--- src/bis_pkg.sv ---
`timescale 1ns / 1ps

package bis_pkg;

   // fixed field widths
   localparam int OP_W    = 2;
   localparam int ID_W    = 32;
   localparam int SLOT_W  = 4;
   localparam int COUNT_W = 5;

   // default set size
   localparam int DEFAULT_CAPACITY = 16;

   // operation codes
   typedef enum logic [OP_W-1:0] {
      OP_ADD    = 2'd0,
      OP_DELETE = 2'd1,
      OP_QUERY  = 2'd2,
      OP_READ   = 2'd3
   } op_type;

endpackage

--- src/bis_store.sv ---
`timescale 1ns / 1ps

module bis_store
   import bis_pkg::*;
#(
   parameter int CAPACITY = DEFAULT_CAPACITY,
   localparam int IDX_W = (CAPACITY > 1) ? $clog2(CAPACITY) : 1
) (
   input  logic             clock,
   input  logic [IDX_W-1:0] rd_addr,
   output logic [ID_W-1:0]  rd_data,
   input  logic             wr_en,
   input  logic [IDX_W-1:0] wr_addr,
   input  logic [ID_W-1:0]  wr_data
);

   logic [ID_W-1:0] mem [CAPACITY];
   logic [ID_W-1:0] rd_data_ff;

   // single write port, registered read port
   always_ff @(posedge clock) begin
      if (wr_en) begin
         mem[wr_addr] <= wr_data;
      end
      rd_data_ff <= mem[rd_addr];
   end

   assign rd_data = rd_data_ff;

endmodule

--- src/bis_ctrl.sv ---
`timescale 1ns / 1ps

module bis_ctrl
   import bis_pkg::*;
#(
   parameter int CAPACITY = DEFAULT_CAPACITY,
   localparam int IDX_W = (CAPACITY > 1) ? $clog2(CAPACITY) : 1,
   localparam int CNT_W = $clog2(CAPACITY + 1)
) (
   input  logic               clock,
   input  logic               reset,
   input  logic               start,
   output logic               busy,
   input  logic [OP_W-1:0]    req_opcode,
   input  logic [ID_W-1:0]    req_ident,
   input  logic [SLOT_W-1:0]  req_slot_index,
   output logic               rsp_strobe,
   output logic               rsp_ok,
   output logic [ID_W-1:0]    rsp_slot_value,
   output logic               rsp_slot_valid,
   output logic [COUNT_W-1:0] rsp_count,
   output logic [IDX_W-1:0]   mem_rd_addr,
   input  logic [ID_W-1:0]    mem_rd_data,
   output logic               mem_wr_en,
   output logic [IDX_W-1:0]   mem_wr_addr,
   output logic [ID_W-1:0]    mem_wr_data
);

   localparam int CMP_W = (CNT_W > SLOT_W) ? CNT_W : SLOT_W;

   typedef enum logic [1:0] {
      ST_IDLE,
      ST_SCAN,
      ST_READ_WAIT,
      ST_DEL_MOVE
   } state_type;

   state_type        state_ff;
   op_type           op_ff;
   logic [ID_W-1:0]  ident_ff;
   logic [IDX_W-1:0] addr_ff;
   logic [IDX_W-1:0] pos_ff;
   logic [CNT_W-1:0] count_ff;
   logic             strobe_ff;
   logic             ok_ff;
   logic [ID_W-1:0]  slot_value_ff;
   logic             slot_valid_ff;

   op_type           req_op;
   logic             accept;
   logic             hit;
   logic             last;
   logic             slot_ok;
   logic [IDX_W-1:0] last_addr;
   logic             count_full;
   logic             count_zero;

   assign req_op     = op_type'(req_opcode);
   assign accept     = start && (state_ff == ST_IDLE);
   assign busy       = (state_ff != ST_IDLE);
   assign hit        = (mem_rd_data == ident_ff);
   assign last       = ((CNT_W'(addr_ff) + CNT_W'(1)) == count_ff);
   assign last_addr  = IDX_W'(count_ff - CNT_W'(1));
   assign count_full = (count_ff == CNT_W'(CAPACITY));
   assign count_zero = (count_ff == '0);
   assign slot_ok    = (CMP_W'(req_slot_index) < CMP_W'(count_ff));

   // memory address and write-back selection
   always_comb begin
      mem_rd_addr = '0;
      mem_wr_en   = 1'b0;
      mem_wr_addr = IDX_W'(count_ff);
      mem_wr_data = ident_ff;
      case (state_ff)
         ST_IDLE: begin
            if (accept && (req_op == OP_READ)) begin
               mem_rd_addr = IDX_W'(req_slot_index);
            end
            // add into an empty set needs no scan
            if (accept && (req_op == OP_ADD) && count_zero) begin
               mem_wr_en   = 1'b1;
               mem_wr_addr = '0;
               mem_wr_data = req_ident;
            end
         end
         ST_SCAN: begin
            if (hit && (op_ff == OP_DELETE)) begin
               mem_rd_addr = last_addr;
            end else begin
               mem_rd_addr = addr_ff + IDX_W'(1);
            end
            // append after a scan that found nothing
            if ((op_ff == OP_ADD) && last && !hit) begin
               mem_wr_en = 1'b1;
            end
         end
         ST_DEL_MOVE: begin
            // last entry moves into the freed slot
            mem_wr_en   = 1'b1;
            mem_wr_addr = pos_ff;
            mem_wr_data = mem_rd_data;
         end
         default: begin
         end
      endcase
   end

   // sequencer: state, count and registered result
   always_ff @(posedge clock) begin
      if (reset) begin
         state_ff  <= ST_IDLE;
         count_ff  <= '0;
         strobe_ff <= 1'b0;
      end else begin
         strobe_ff <= 1'b0;
         case (state_ff)
            ST_IDLE: begin
               if (accept) begin
                  op_ff         <= req_op;
                  ident_ff      <= req_ident;
                  addr_ff       <= '0;
                  ok_ff         <= 1'b0;
                  slot_value_ff <= '0;
                  slot_valid_ff <= 1'b0;
                  case (req_op)
                     OP_ADD: begin
                        if (count_full) begin
                           strobe_ff <= 1'b1;
                        end else if (count_zero) begin
                           count_ff  <= CNT_W'(1);
                           ok_ff     <= 1'b1;
                           strobe_ff <= 1'b1;
                        end else begin
                           state_ff <= ST_SCAN;
                        end
                     end
                     OP_DELETE, OP_QUERY: begin
                        if (count_zero) begin
                           strobe_ff <= 1'b1;
                        end else begin
                           state_ff <= ST_SCAN;
                        end
                     end
                     OP_READ: begin
                        if (slot_ok) begin
                           state_ff <= ST_READ_WAIT;
                        end else begin
                           strobe_ff <= 1'b1;
                        end
                     end
                     default: begin
                        strobe_ff <= 1'b1;
                     end
                  endcase
               end
            end
            ST_SCAN: begin
               if (hit) begin
                  case (op_ff)
                     OP_DELETE: begin
                        pos_ff   <= addr_ff;
                        state_ff <= ST_DEL_MOVE;
                     end
                     OP_QUERY: begin
                        ok_ff     <= 1'b1;
                        strobe_ff <= 1'b1;
                        state_ff  <= ST_IDLE;
                     end
                     default: begin
                        // add of an identifier already held
                        strobe_ff <= 1'b1;
                        state_ff  <= ST_IDLE;
                     end
                  endcase
               end else if (last) begin
                  if (op_ff == OP_ADD) begin
                     count_ff <= count_ff + CNT_W'(1);
                     ok_ff    <= 1'b1;
                  end
                  strobe_ff <= 1'b1;
                  state_ff  <= ST_IDLE;
               end else begin
                  addr_ff <= addr_ff + IDX_W'(1);
               end
            end
            ST_READ_WAIT: begin
               slot_value_ff <= mem_rd_data;
               slot_valid_ff <= 1'b1;
               strobe_ff     <= 1'b1;
               state_ff      <= ST_IDLE;
            end
            ST_DEL_MOVE: begin
               count_ff  <= count_ff - CNT_W'(1);
               ok_ff     <= 1'b1;
               strobe_ff <= 1'b1;
               state_ff  <= ST_IDLE;
            end
            default: begin
               state_ff <= ST_IDLE;
            end
         endcase
      end
   end

   assign rsp_strobe     = strobe_ff;
   assign rsp_ok         = ok_ff;
   assign rsp_slot_value = slot_value_ff;
   assign rsp_slot_valid = slot_valid_ff;
   assign rsp_count      = COUNT_W'(count_ff);

endmodule

--- src/bounded_id_set_core.sv ---
`timescale 1ns / 1ps

// Fixed-capacity unordered set of 32-bit identifiers, packed in slots
// 0 .. count-1 of a single-port-write, registered-read memory. An item is
// taken when start is high and busy is low; its one result appears on the
// rsp_ ports for a single cycle with rsp_strobe high and cannot be held
// off, so it must be captured in that cycle. Add, delete and query scan the
// held entries one per cycle through the memory read port, with busy high
// for the scan; a delete that finds its entry then reads the last entry
// and moves it into the freed slot before busy falls. Read slot keeps busy
// high until its registered read returns; an add to a full or empty set, an
// operation on an empty set and a read beyond count finish with busy never
// rising. The result is presented in the first cycle with busy low again
// (the cycle after the item is taken when busy never rises), and a new item
// may be taken in that same cycle. The store needs no clearing after reset.
module bounded_id_set_core
   import bis_pkg::*;
#(
   parameter int CAPACITY = DEFAULT_CAPACITY
) (
   input  logic               clock,
   input  logic               reset,
   input  logic               start,
   output logic               busy,
   input  logic [OP_W-1:0]    req_opcode,
   input  logic [ID_W-1:0]    req_ident,
   input  logic [SLOT_W-1:0]  req_slot_index,
   output logic               rsp_strobe,
   output logic               rsp_ok,
   output logic [ID_W-1:0]    rsp_slot_value,
   output logic               rsp_slot_valid,
   output logic [COUNT_W-1:0] rsp_count
);

   localparam int IDX_W = (CAPACITY > 1) ? $clog2(CAPACITY) : 1;

   logic [IDX_W-1:0] mem_rd_addr;
   logic [ID_W-1:0]  mem_rd_data;
   logic             mem_wr_en;
   logic [IDX_W-1:0] mem_wr_addr;
   logic [ID_W-1:0]  mem_wr_data;

   // scan and update sequencer
   bis_ctrl #(
      .CAPACITY(CAPACITY)
   ) u_ctrl (
      .clock         (clock),
      .reset         (reset),
      .start         (start),
      .busy          (busy),
      .req_opcode    (req_opcode),
      .req_ident     (req_ident),
      .req_slot_index(req_slot_index),
      .rsp_strobe    (rsp_strobe),
      .rsp_ok        (rsp_ok),
      .rsp_slot_value(rsp_slot_value),
      .rsp_slot_valid(rsp_slot_valid),
      .rsp_count     (rsp_count),
      .mem_rd_addr   (mem_rd_addr),
      .mem_rd_data   (mem_rd_data),
      .mem_wr_en     (mem_wr_en),
      .mem_wr_addr   (mem_wr_addr),
      .mem_wr_data   (mem_wr_data)
   );

   // entry store
   bis_store #(
      .CAPACITY(CAPACITY)
   ) u_store (
      .clock  (clock),
      .rd_addr(mem_rd_addr),
      .rd_data(mem_rd_data),
      .wr_en  (mem_wr_en),
      .wr_addr(mem_wr_addr),
      .wr_data(mem_wr_data)
   );

endmodule

--- config.mk ---
export PLATFORM = sky130hd
export DESIGN_NAME = bounded_id_set_core
export DESIGN_NICKNAME = d
export VERILOG_FILES = /design/src/bis_pkg.sv /design/src/bis_store.sv /design/src/bis_ctrl.sv /design/src/bounded_id_set_core.sv
export SDC_FILE = /design/constraint.sdc
export NUM_CORES = 1
export LEC_CHECK = 0
export BUFFER_PORTS_ARGS = -buffer_cell sky130_fd_sc_hd__buf_2
export CAP_MARGIN = 5
export CORE_MARGIN = 10
export CORE_UTILIZATION = 38
export CTS_BUF_LIST = sky130_fd_sc_hd__clkbuf_4 sky130_fd_sc_hd__clkbuf_8
export DETAILED_ROUTE_END_ITERATION = 10
export SLEW_MARGIN = 25
export SYNTH_ARGS = -nofsm -noshare
export SYNTH_HDL_FRONTEND = slang
export SYNTH_SLANG_ARGS = --single-unit
--- constraint.sdc ---
create_clock -name clock -period 4.1 [get_ports clock]
set_input_delay 0.205 -clock clock [delete_from_list [all_inputs] [get_ports clock]]
set_output_delay 0.205 -clock clock [all_outputs]
set_load 0.01 [all_outputs]
==> run_results.csv, run 1 <==
group,metric,value,unit
run_status,status,"complete, no violations",
floorplanning,fp.coreArea,64800,µm²
floorplanning,die_y,276,µm
yosys,synth_edf_count,588,
yosys,ys_ff_latch,628,
routing,drt_wl_total,64.9,mm
timing,fin_skew,0.0422,ns
pwr,seqPwrFrac,45.7,%
cells_and_area,final_cell_mix,"edfxtp_1, mux2i_1, o22ai_1",
timing,final_hold_viol_count,0,
timing,fmax,263,MHz
timing,rsz0062_at_grt,"no",
cells_and_area,drive_above_1_share,22.2,%
cts,htreeDepth,3,
place,port_buffers,81,
routing,antenna_left,0,
yosys,synth.distinct_cells,54,
yosys,syn_area,25000,µm²
timing,setup_viol,0,
routing,drt_first_pass_iters,7,
yosys,synth_top_area_share,70.7,%
timing,fin_crit_sh,92.8,%
setup_path,startpoint,"u_ctrl.addr_ff[0]$_SDFFCE_PN0P_",
cts,cts.path.max_buffers,3,
floorplanning,dieArea,76400,µm²
cts,clock_latency,0.71,ns
cells_and_area,fill_cells,5561,
yosys,synthCells,1499,
setup_path,cp-start-kind,"register",
floorplanning,rows,93,
global_route,grt-ovfl-total,0,
routing,drc,0,
cts,cts-root-buf,"clkbuf_8",
global_route,grt_pass1_vias,14800,
cells_and_area,finalNetCount,1813,
yosys,yosys.area.top_type,"edfxtp_1",
cells_and_area,layout_commonest_cell,"edfxtp_1",
global_route,grt_max_degree,38,
yosys,synthTopCellsByArea,"edfxtp_1, mux2i_1, o22ai_1",
setup_path,r2r_cells,10,
floorplanning,die_w,276,µm
pwr,intPower,12.9,mW
yosys,ys.flop_type,"edfxtp_1",
routing,wl_per_cell,24.0,µm
cts,cts_setup_buffers,0,
pwr,power,18.5,mW
timing,min_period,3.81,ns
timing,relSlewSlack,28.8,%
setup_path,cp-end-kind,"register",
setup_path,cp_max_fo,19,
floorplanning,initial_core_util,38.5,%
timing,worst_slew_pin_slew,1.06,ns
timing,slew_violations,0,
place,place_inst,2475,
pwr,power.share.combinational,24.6,%
routing,num_vias,14500,
setup_path,crit_arrival,4.19,ns
cts,cts_buffers,100,
setup_path,critical_path_class,"reg2reg",
global_route,antenna_found_initial,3,
routing,drt-initial-drc-count,1436,
yosys,syn_nets,1554,
place,dpl_worst_slack,0.345,ns
timing,fin_tns_setup,0,ns
cells_and_area,syn2layout_area_growth,20.0,%
place,placed_cell_area,27500,µm²
cts,clk_pin_slew_worst_paths,0.06,ns
yosys,synth-async-reset-ratio,0,%
cells_and_area,final_core_util,46.2,%
floorplanning,ios,82,
yosys,ys_seq_area_share,73.9,%
timing,setup_slack,0.294,ns
pwr,power.switching,5.62,mW
setup_path,crit_end,"u_store.mem[8][12]$_DFFE_PP_",
cts,ctsResizeCount,0,
global_route,grt_usage,16.5,%
setup_path,reg2reg_to,"u_store.mem[8][12]$_DFFE_PP_",
setup_path,r2r_start,"u_ctrl.addr_ff[0]$_SDFFCE_PN0P_",
place,dp_hpwl,39.1,mm
cells_and_area,fin_area,30000,µm²
cts,cts_tree,"built",
yosys,ys_warn_count,0,
cts,cts.sinks,628,
global_route,grt_pass1_wl,95.3,mm
place,globalplace.congestion,0.849,
run,maxCapViolCount,0,
setup_path,rrSetupSlack,0.29,ns
pwr,sw_frac_of_total,30.3,%
min_path,hp-class,"in2reg",
cells_and_area,layout.cells.non_filler,2702,
pwr,p_leak,10.1,nW
pwr,ir_drop,0.302,mV
pwr,power_density,619,nW/µm²
timing,whs,0.227,ns
routing,via_per_inst,5.37,
yosys,synth_area_per_cell,16.7,µm²
setup_path,cp_data_required_time,4.48,ns
pwr,clkPwrFrac,29.7,%
worst max-delay path, cell delays in order (launching register included):
cell and delay, ns:
edfxtp_1 0.45, ha_1 0.28, xnor2_1 0.16, a211oi_1 0.32, o2111a_1 0.29, nand4b_1 0.11
a21oi_1 0.30, nand3_1 0.27, buf_4 0.24, nor2_4 0.74, buf_4 0.35
cells in the mapped netlist, drive strengths merged (4+ instances only):
cell type	instances
a211o	4
a211oi	5
a21oi	14
a22oi	4
a31oi	7
and2	34
buf	45
clkbuf	36
dfxtp	40
edfxtp	588
ha	14
inv	16
mux2i	292
nand2	48
nand3	11
nand4	11
nor2	39
nor3	7
o211ai	4
o21ai	41
o22ai	130
or4	34
xnor2	37
cell families after synthesis:
logic type,share of synthesized area (%)
muxes,11.8
and+or+nand+nor,4.46
DFF,73.9
adders and majority gates,0.701
buffers and inverters,2.03
AOI/OAI and AO/OA,5.68
xor gates and xnor gates,1.37
metal layers:
layer | track usage (%) | up-vias | part of all wire, %
li1 | - | 6455 | -
met1 | 21.5 | 7395 | 43
met2 | 26.5 | 541 | 47
met3 | 4.22 | 113 | 7.6
met4 | 4.96 | 0 | 2.3
met5 | 0 | - | 0
how the worst min path moves through the flow:
stage               depth (start not counted)                               to  slack, ns          start
floorplan                                   1  u_ctrl.state_ff[1]$_SDFFE_PP0P_       0.28          reset
global placement                            1    u_ctrl.ident_ff[21]$_DFFE_PP_       0.40  req_ident[21]
detailed placement                          1     u_ctrl.ident_ff[8]$_DFFE_PP_       0.40   req_ident[8]
CTS                                         2    u_ctrl.ident_ff[25]$_DFFE_PP_       0.17  req_ident[25]
global route                                2    u_ctrl.ident_ff[31]$_DFFE_PP_       0.20  req_ident[31]
finish                                      2    u_ctrl.ident_ff[25]$_DFFE_PP_       0.23  req_ident[25]
sequential cells by signal, summed over array words and instances, names as in the netlist:
signal	flops
u_ctrl.state_ff	2
u_ctrl.addr_ff	4
u_ctrl.ident_ff	32
u_ctrl.rsp_ok	1
u_ctrl.rsp_slot_valid	1
u_store.mem	512
u_ctrl.rsp_count	5
u_ctrl.rsp_slot_value	32
u_store.rd_data	32
u_ctrl.op_ff	2
u_ctrl.pos_ff	4
u_ctrl.rsp_strobe	1
power by group through the flow:
stage	Clock, mW	Sequential, mW	Combinational (mW)
after global routing	5.93	8.52	4.85
final	5.51	8.47	4.56
after detailed placement	0	8.60	4.51
after global placement	0	8.60	4.45
after floorplan	0	8.57	2.53
after CTS	5.65	8.47	4.56
area by class of cell:
type / count / area, µm² / share of cell area [%]
Sequential cell: 628 / 18500 / 61.6
Antenna cell: 1 / 2.50 / 0.00835
Tap cell: 855 / 1070 / 3.57
Clock inverter: 33 / 245 / 0.819
Inverter: 16 / 60.1 / 0.200
Clock buffer: 157 / 1870 / 6.23
Multi-Input combinational cell: 774 / 6180 / 20.6
Timing Repair Buffer: 238 / 2080 / 6.94
timing repair:
item | in CTS | in global routing
hold endpoints to repair | 42 | 0
hold buffers | 36 | 0
endpoints found under the setup margin | 0 | 0
Power figures use the tool's default switching activity.
==> run 2: changes to the inputs <==
- CELL_PAD_IN_SITES_DETAIL_PLACEMENT: default -> 1
- CELL_PAD_IN_SITES_GLOBAL_PLACEMENT: default -> 2
- PLACE_DENSITY_LB_ADDON: default -> 0.1
==> run 2 against run 1 <==
Effect of this change:
- cell count grew 0.85%
- total power grew 1.8%
- first-iteration DRC count shrank 33%
- combinational power grew 4%
- final area grew 0.91%
- largest power group unchanged
- non-clock buffer count grew 12
- routed wire length grew 13%
- highest routed layer unchanged
==> run_results.csv, run 2 (synthesis results as in run 1) <==
group,metric,value,unit
timing,setup_slack,0.287,ns
global_route,grt_pass1_wl,106,mm
timing,rsz0062_at_grt,"no",
pwr,power,18.9,mW
routing,antenna_left,0,
pwr,power_density,624,nW/µm²
cts,clk_pin_slew_worst_paths,0.06,ns
setup_path,cp-start-kind,"register",
global_route,grt_pass1_vias,15300,
routing,via_per_inst,5.28,
cts,cts_buffers,107,
setup_path,critPathTopFamily,"simple AND/OR/NAND/NOR gates",
timing,relSlewSlack,51.0,%
cells_and_area,drive_above_1_share,23.0,%
setup_path,cp-end-kind,"register",
routing,drt_wl_total,73.3,mm
floorplanning,rows,93,
pwr,ir_drop,0.315,mV
timing,min_period,3.81,ns
cells_and_area,regMostFlops,"u_store.mem",
global_route,grt_usage,18.8,%
timing,fin_skew,0.0393,ns
routing,num_vias,14400,
setup_path,cp_max_fo,19,
cells_and_area,final_cell_mix,"edfxtp_1, mux2i_1, o22ai_1",
routing,wl_per_cell,26.9,µm
place,dp_hpwl,45.4,mm
cts,cts-root-buf,"clkbuf_8",
pwr,clkPwrFrac,29.9,%
timing,worst_slew_pin_slew,0.735,ns
setup_path,crit_arrival,4.36,ns
global_route,antenna_found_initial,4,
place,port_buffers,81,
floorplanning,die_w,276,µm
cells_and_area,finalNetCount,1832,
cells_and_area,largest_reg_flops,512,
routing,drt-initial-drc-count,959,
setup_path,critPathBufInv,3,
run,maxCapViolCount,0,
pwr,sw_frac_of_total,30.8,%
setup_path,crit_chain,"xnor2_1 > nand4_1 > buf_4 > nor4_4 > a32oi_1 > a21bo_4 > buf_12 > buf_12 > mux2i_1 > o22ai_1 > or4_1",
cts,htreeDepth,3,
run_status,status,"complete, no violations",
cts,cts.sinks,628,
place,place_inst,2487,
floorplanning,initial_core_util,38.5,%
floorplanning,dieArea,76400,µm²
cells_and_area,regArea,18500,µm²
routing,drc,0,
floorplanning,fp.coreArea,64800,µm²
cells_and_area,multi_input_area,6200,µm²
cells_and_area,layout.cells.non_filler,2725,
setup_path,cp_data_required_time,4.65,ns
timing,final_hold_viol_count,0,
global_route,grt_max_degree,38,
cts,cts.path.max_buffers,3,
cells_and_area,fill_cells,6256,
cells_and_area,syn2layout_area_growth,21.1,%
place,dpl_worst_slack,-0.0241,ns
cts,cts_setup_buffers,0,
timing,slew_violations,0,
setup_path,critical-path-slowest-cell,"or4_1",
cts,clock_latency,0.71,ns
pwr,intPower,13.1,mW
cells_and_area,layout_commonest_cell,"edfxtp_1",
setup_path,critPathMaxStageDelay,0.54,ns
min_path,hp-class,"in2reg",
pwr,seqPwrFrac,44.9,%
setup_path,crit_path_frequent_cell,"buf_12",
setup_path,critical_path_class,"reg2reg",
routing,drt_first_pass_iters,5,
pwr,p_leak,10.2,nW
timing,fin_crit_sh,93.0,%
place,globalplace.congestion,0.788,
cts,cts_tree,"built",
global_route,grt-ovfl-total,0,
timing,setup_viol,0,
floorplanning,die_y,276,µm
floorplanning,ios,82,
pwr,power.switching,5.82,mW
pwr,power.share.combinational,25.2,%
timing,fmax,262,MHz
[run 2: routing by layer]
metal / part of all wire (%) / global-route usage, % / routed length (µm) / vias to the layer above
met5: 0 / 0 / 0 / -
met4: 2.2 / 5.20 / 1610 / 0
met2: 48 / 30.8 / 35200 / 344
li1: - / - / - / 6503
met1: 45 / 24.8 / 33100 / 7447
met3: 4.7 / 3.94 / 3430 / 107
[run 2: final timing paths]
kind | from | to | slack (ns) | cells after the start
hold / removal | req_ident[11] | u_ctrl.ident_ff[11]$_DFFE_PP_ | 0.21 | 2
setup reg to reg | u_ctrl.ident_ff[13]$_DFFE_PP_ | u_store.rd_data[12]$_DFF_P_ | 0.29 | 11
hold reg to reg | u_ctrl.addr_ff[1]$_SDFFCE_PN0P_ | u_ctrl.pos_ff[1]$_DFFE_PP_ | 0.49 | 0
setup / recovery | u_ctrl.ident_ff[13]$_DFFE_PP_ | u_store.rd_data[12]$_DFF_P_ | 0.29 | 11
[run 2: cell type report]
type | instances | area share [%]
flip-flops and latches | 628 | 61.1
multi-input cells | 774 | 20.5
repair buffers | 250 | 7.48
clock buffers | 162 | 6.44
well taps | 855 | 3.54
clock inverters | 38 | 0.745
inverters | 16 | 0.199
diodes | 2 | 0.0166
[run 2: what timing repair did]
item,CTS,global route
setup endpoints to repair,2,25
hold buffers,36,0
pin swaps,0,2
resized for setup,1,1
hold endpoints to repair,42,0
[run 2: power by group through the flow]
| stage | Sequential (mW) | Clock (mW) | Combinational (mW) |
|---|---|---|---|
| 2_1_floorplan | 8.57 | 0 | 2.53 |
| 3_3_place_gp | 8.61 | 0 | 4.69 |
| 3_5_place_dp | 8.61 | 0 | 4.76 |
| 4_1_cts | 8.49 | 5.80 | 4.81 |
| 5_1_grt | 8.53 | 6.09 | 5.15 |
| 6_report | 8.48 | 5.64 | 4.75 |
[run 2: through the flow]
step / util, % / hold WS, ns / cell area, µm² / setup TNS [ns]
after floorplan: - / 0.277 / 25000 / 0
after global placement: 42.7 / 0.399 / 27700 / 0
after detailed placement: 42.7 / 0.402 / 27700 / -0.0451
after CTS: 46.6 / 0.146 / 30200 / 0
after global routing: 46.6 / 0.186 / 30200 / 0
final: 46.6 / 0.211 / 30200 / 0
==> run 3: changes to the inputs <==
- clock period: 4.1 -> 3.2 ns (I/O delays scaled with it)
==> run 3 against run 2 <==
Effect of this change:
- the run now ends with negative setup slack left
- sequential power grew 27%
- largest cell class unchanged
- clock power grew 37%
- non-clock buffer count grew 103
==> run_results.csv, run 3 (synthesis results as in run 1) <==
group,metric,value,unit
timing,setup_slack,-0.302,ns
setup_path,r2r_start,"u_ctrl.ident_ff[5]$_DFFE_PP_",
global_route,grt_usage,20.0,%
setup_path,crit_arrival,4.10,ns
timing,fin_crit_sh,109,%
setup_path,cp_max_fo,10,
floorplanning,fp.coreArea,64800,µm²
run_status,violations,"negative setup slack",
pwr,sw_frac_of_total,30.6,%
routing,drt-initial-drc-count,1097,
timing,final_hold_viol_count,0,
timing,rsz0062_at_grt,"yes",
setup_path,cp-end-kind,"register",
setup_path,startpoint,"u_ctrl.ident_ff[5]$_DFFE_PP_",
timing,fmax,286,MHz
global_route,antenna_found_initial,4,
cts,clock_latency,0.73,ns
cts,clk_pin_slew_worst_paths,0.07,ns
cells_and_area,regMostFlops,"u_store.mem",
floorplanning,die_y,276,µm
timing,worst_slew_pin_slew,0.676,ns
timing,min_period,3.50,ns
cells_and_area,antennaDiodeCount,0,
pwr,power.switching,7.84,mW
cts,cts_buffers,107,
floorplanning,rows,93,
routing,drt_wl_total,78.9,mm
setup_path,r2r_cells,13,
setup_path,rrSetupSlack,-0.30,ns
pwr,power_density,794,nW/µm²
cells_and_area,finalNetCount,1935,
pwr,ir_drop,0.426,mV
place,dp_hpwl,48.4,mm
floorplanning,initial_core_util,38.5,%
routing,drc,0,
run_status,status,"finished, violations left",
cells_and_area,final_cell_mix,"edfxtp_1, mux2i_1, buf_4",
setup_path,reg2reg_to,"u_store.rd_data[24]$_DFF_P_",
timing,slew_violations,0,
min_path,hp-class,"in2reg",
place,port_buffers,81,
cells_and_area,fin_area,32300,µm²
pwr,power,25.6,mW
cts,cts.path.max_buffers,3,
cells_and_area,syn2layout_area_growth,29.3,%
cells_and_area,drive_above_1_share,30.3,%
floorplanning,die_w,276,µm
timing,relSlewSlack,54.9,%
global_route,grt_max_degree,37,
routing,wl_per_cell,27.9,µm
timing,setup_viol,32,
routing,num_vias,15100,
cts,cts.sinks,628,
routing,drt_first_pass_iters,5,
cts,cts_tree,"built",
global_route,grt-ovfl-total,0,
cells_and_area,fill_cells,6133,
cts,htreeDepth,3,
cts,cts-root-buf,"clkbuf_8",
pwr,power.share.combinational,27.6,%
place,placed_cell_area,28800,µm²
floorplanning,ios,82,
global_route,grt_pass1_wl,113,mm
timing,fin_tns_setup,-7.84,ns
floorplanning,dieArea,76400,µm²
pwr,seqPwrFrac,42.3,%
global_route,grt_pass1_vias,16000,
place,globalplace.congestion,0.763,
setup_path,cp-start-kind,"register",
setup_path,cp_data_required_time,3.80,ns
pwr,p_leak,11.2,nW
run,maxCapViolCount,0,
setup_path,crit_end,"u_store.rd_data[24]$_DFF_P_",
routing,via_per_inst,5.35,
pwr,intPower,17.8,mW
setup_path,critical_path_class,"reg2reg",
timing,fin_skew,0.0316,ns
cells_and_area,largest_reg_flops,512,
routing,antenna_left,0,
pwr,clkPwrFrac,30.1,%
cells_and_area,layout_commonest_cell,"edfxtp_1",
[run 3: cell count changes in the layout (fill, tap and decap cells not counted), moves of 5 or more]
cell / change
buf_4: +36
buf_6: +11
buf_12: +45
o21ai_2: +27
o21ai_0: -30
mux2i_1: -22
mux2i_2: +17
clkbuf_16: +5
clkbuf_8: +7
buf_16: +7
mux2i_4: +5
[run 3: area by class of cell]
type                            instances  area, µm²  share of cell area, %
Timing Repair Buffer                  353       3870                   12.0
Tap cell                              855       1070                   3.31
Inverter                               16       60.1                  0.186
Clock inverter                         36        288                  0.892
Clock buffer                          168       2040                   6.31
Sequential cell                       628      18500                   57.2
Multi-Input combinational cell        774       6500                   20.1
[run 3: power groups by stage]
stage	combinational, mW	sequential [mW]	clock (mW)
global route	7.58	10.9	8.26
finish	7.07	10.8	7.71
global placement	6.47	11.0	0
detailed placement	6.60	11.0	0
CTS	6.94	10.8	7.90
floorplan	3.29	11.0	0
[run 3: worst max-delay path, stage by stage (launching register included)]
cell and delay (ns):
edfxtp_1 0.40, xnor2_1 0.18, buf_4 0.21, nand4_1 0.35
nor4_4 0.26, buf_4 0.18, nand3_4 0.13, buf_6 0.16
a21bo_4 0.28, buf_12 0.19, buf_16 0.17, mux2i_2 0.21
o22ai_1 0.11, or4_1 0.52
[run 3: routing by layer]
layer / vias up / GRT usage, % / wire length (µm)
met4: 4 / 6.57 / 2270
met2: 368 / 33.0 / 38300
met3: 142 / 4.09 / 3520
met5: - / 0 / 27
li1: 6736 / - / -
met1: 7888 / 25.9 / 34800
[run 3: through the flow]
step / hold slack [ns] / util, % / cells / setup slack (ns)
finish: 0.160 / 49.8 / 2830 / -0.302
global route: 0.123 / 49.8 / 2830 / -0.448
CTS: 0.100 / 49.3 / 2822 / -0.304
detailed placement: 0.356 / 44.5 / 2567 / -0.417
global placement: 0.354 / 44.5 / 2567 / -0.466
floorplan: 0.232 / - / 1499 / -0.498
[run 3: worst min-delay path by stage]
stage	from	endpoint	cells past startpoint	slack, ns
2_1_floorplan	reset	u_ctrl.state_ff[1]$_SDFFE_PP0P_	1	0.23
3_3_place_gp	req_ident[2]	u_ctrl.ident_ff[2]$_DFFE_PP_	1	0.35
3_5_place_dp	req_ident[27]	u_ctrl.ident_ff[27]$_DFFE_PP_	1	0.36
4_1_cts	req_ident[24]	u_ctrl.ident_ff[24]$_DFFE_PP_	2	0.10
5_1_grt	req_ident[22]	u_ctrl.ident_ff[22]$_DFFE_PP_	2	0.12
6_report	req_ident[24]	u_ctrl.ident_ff[24]$_DFFE_PP_	2	0.16
[run 3: timing repair]
item,in CTS,in global routing
setup endpoints to repair,351,512
pin swaps,8,10
cloned,5,4
resized for setup,45,42
hold buffers,36,0
hold endpoints to repair,45,0
buffers inserted,10,4
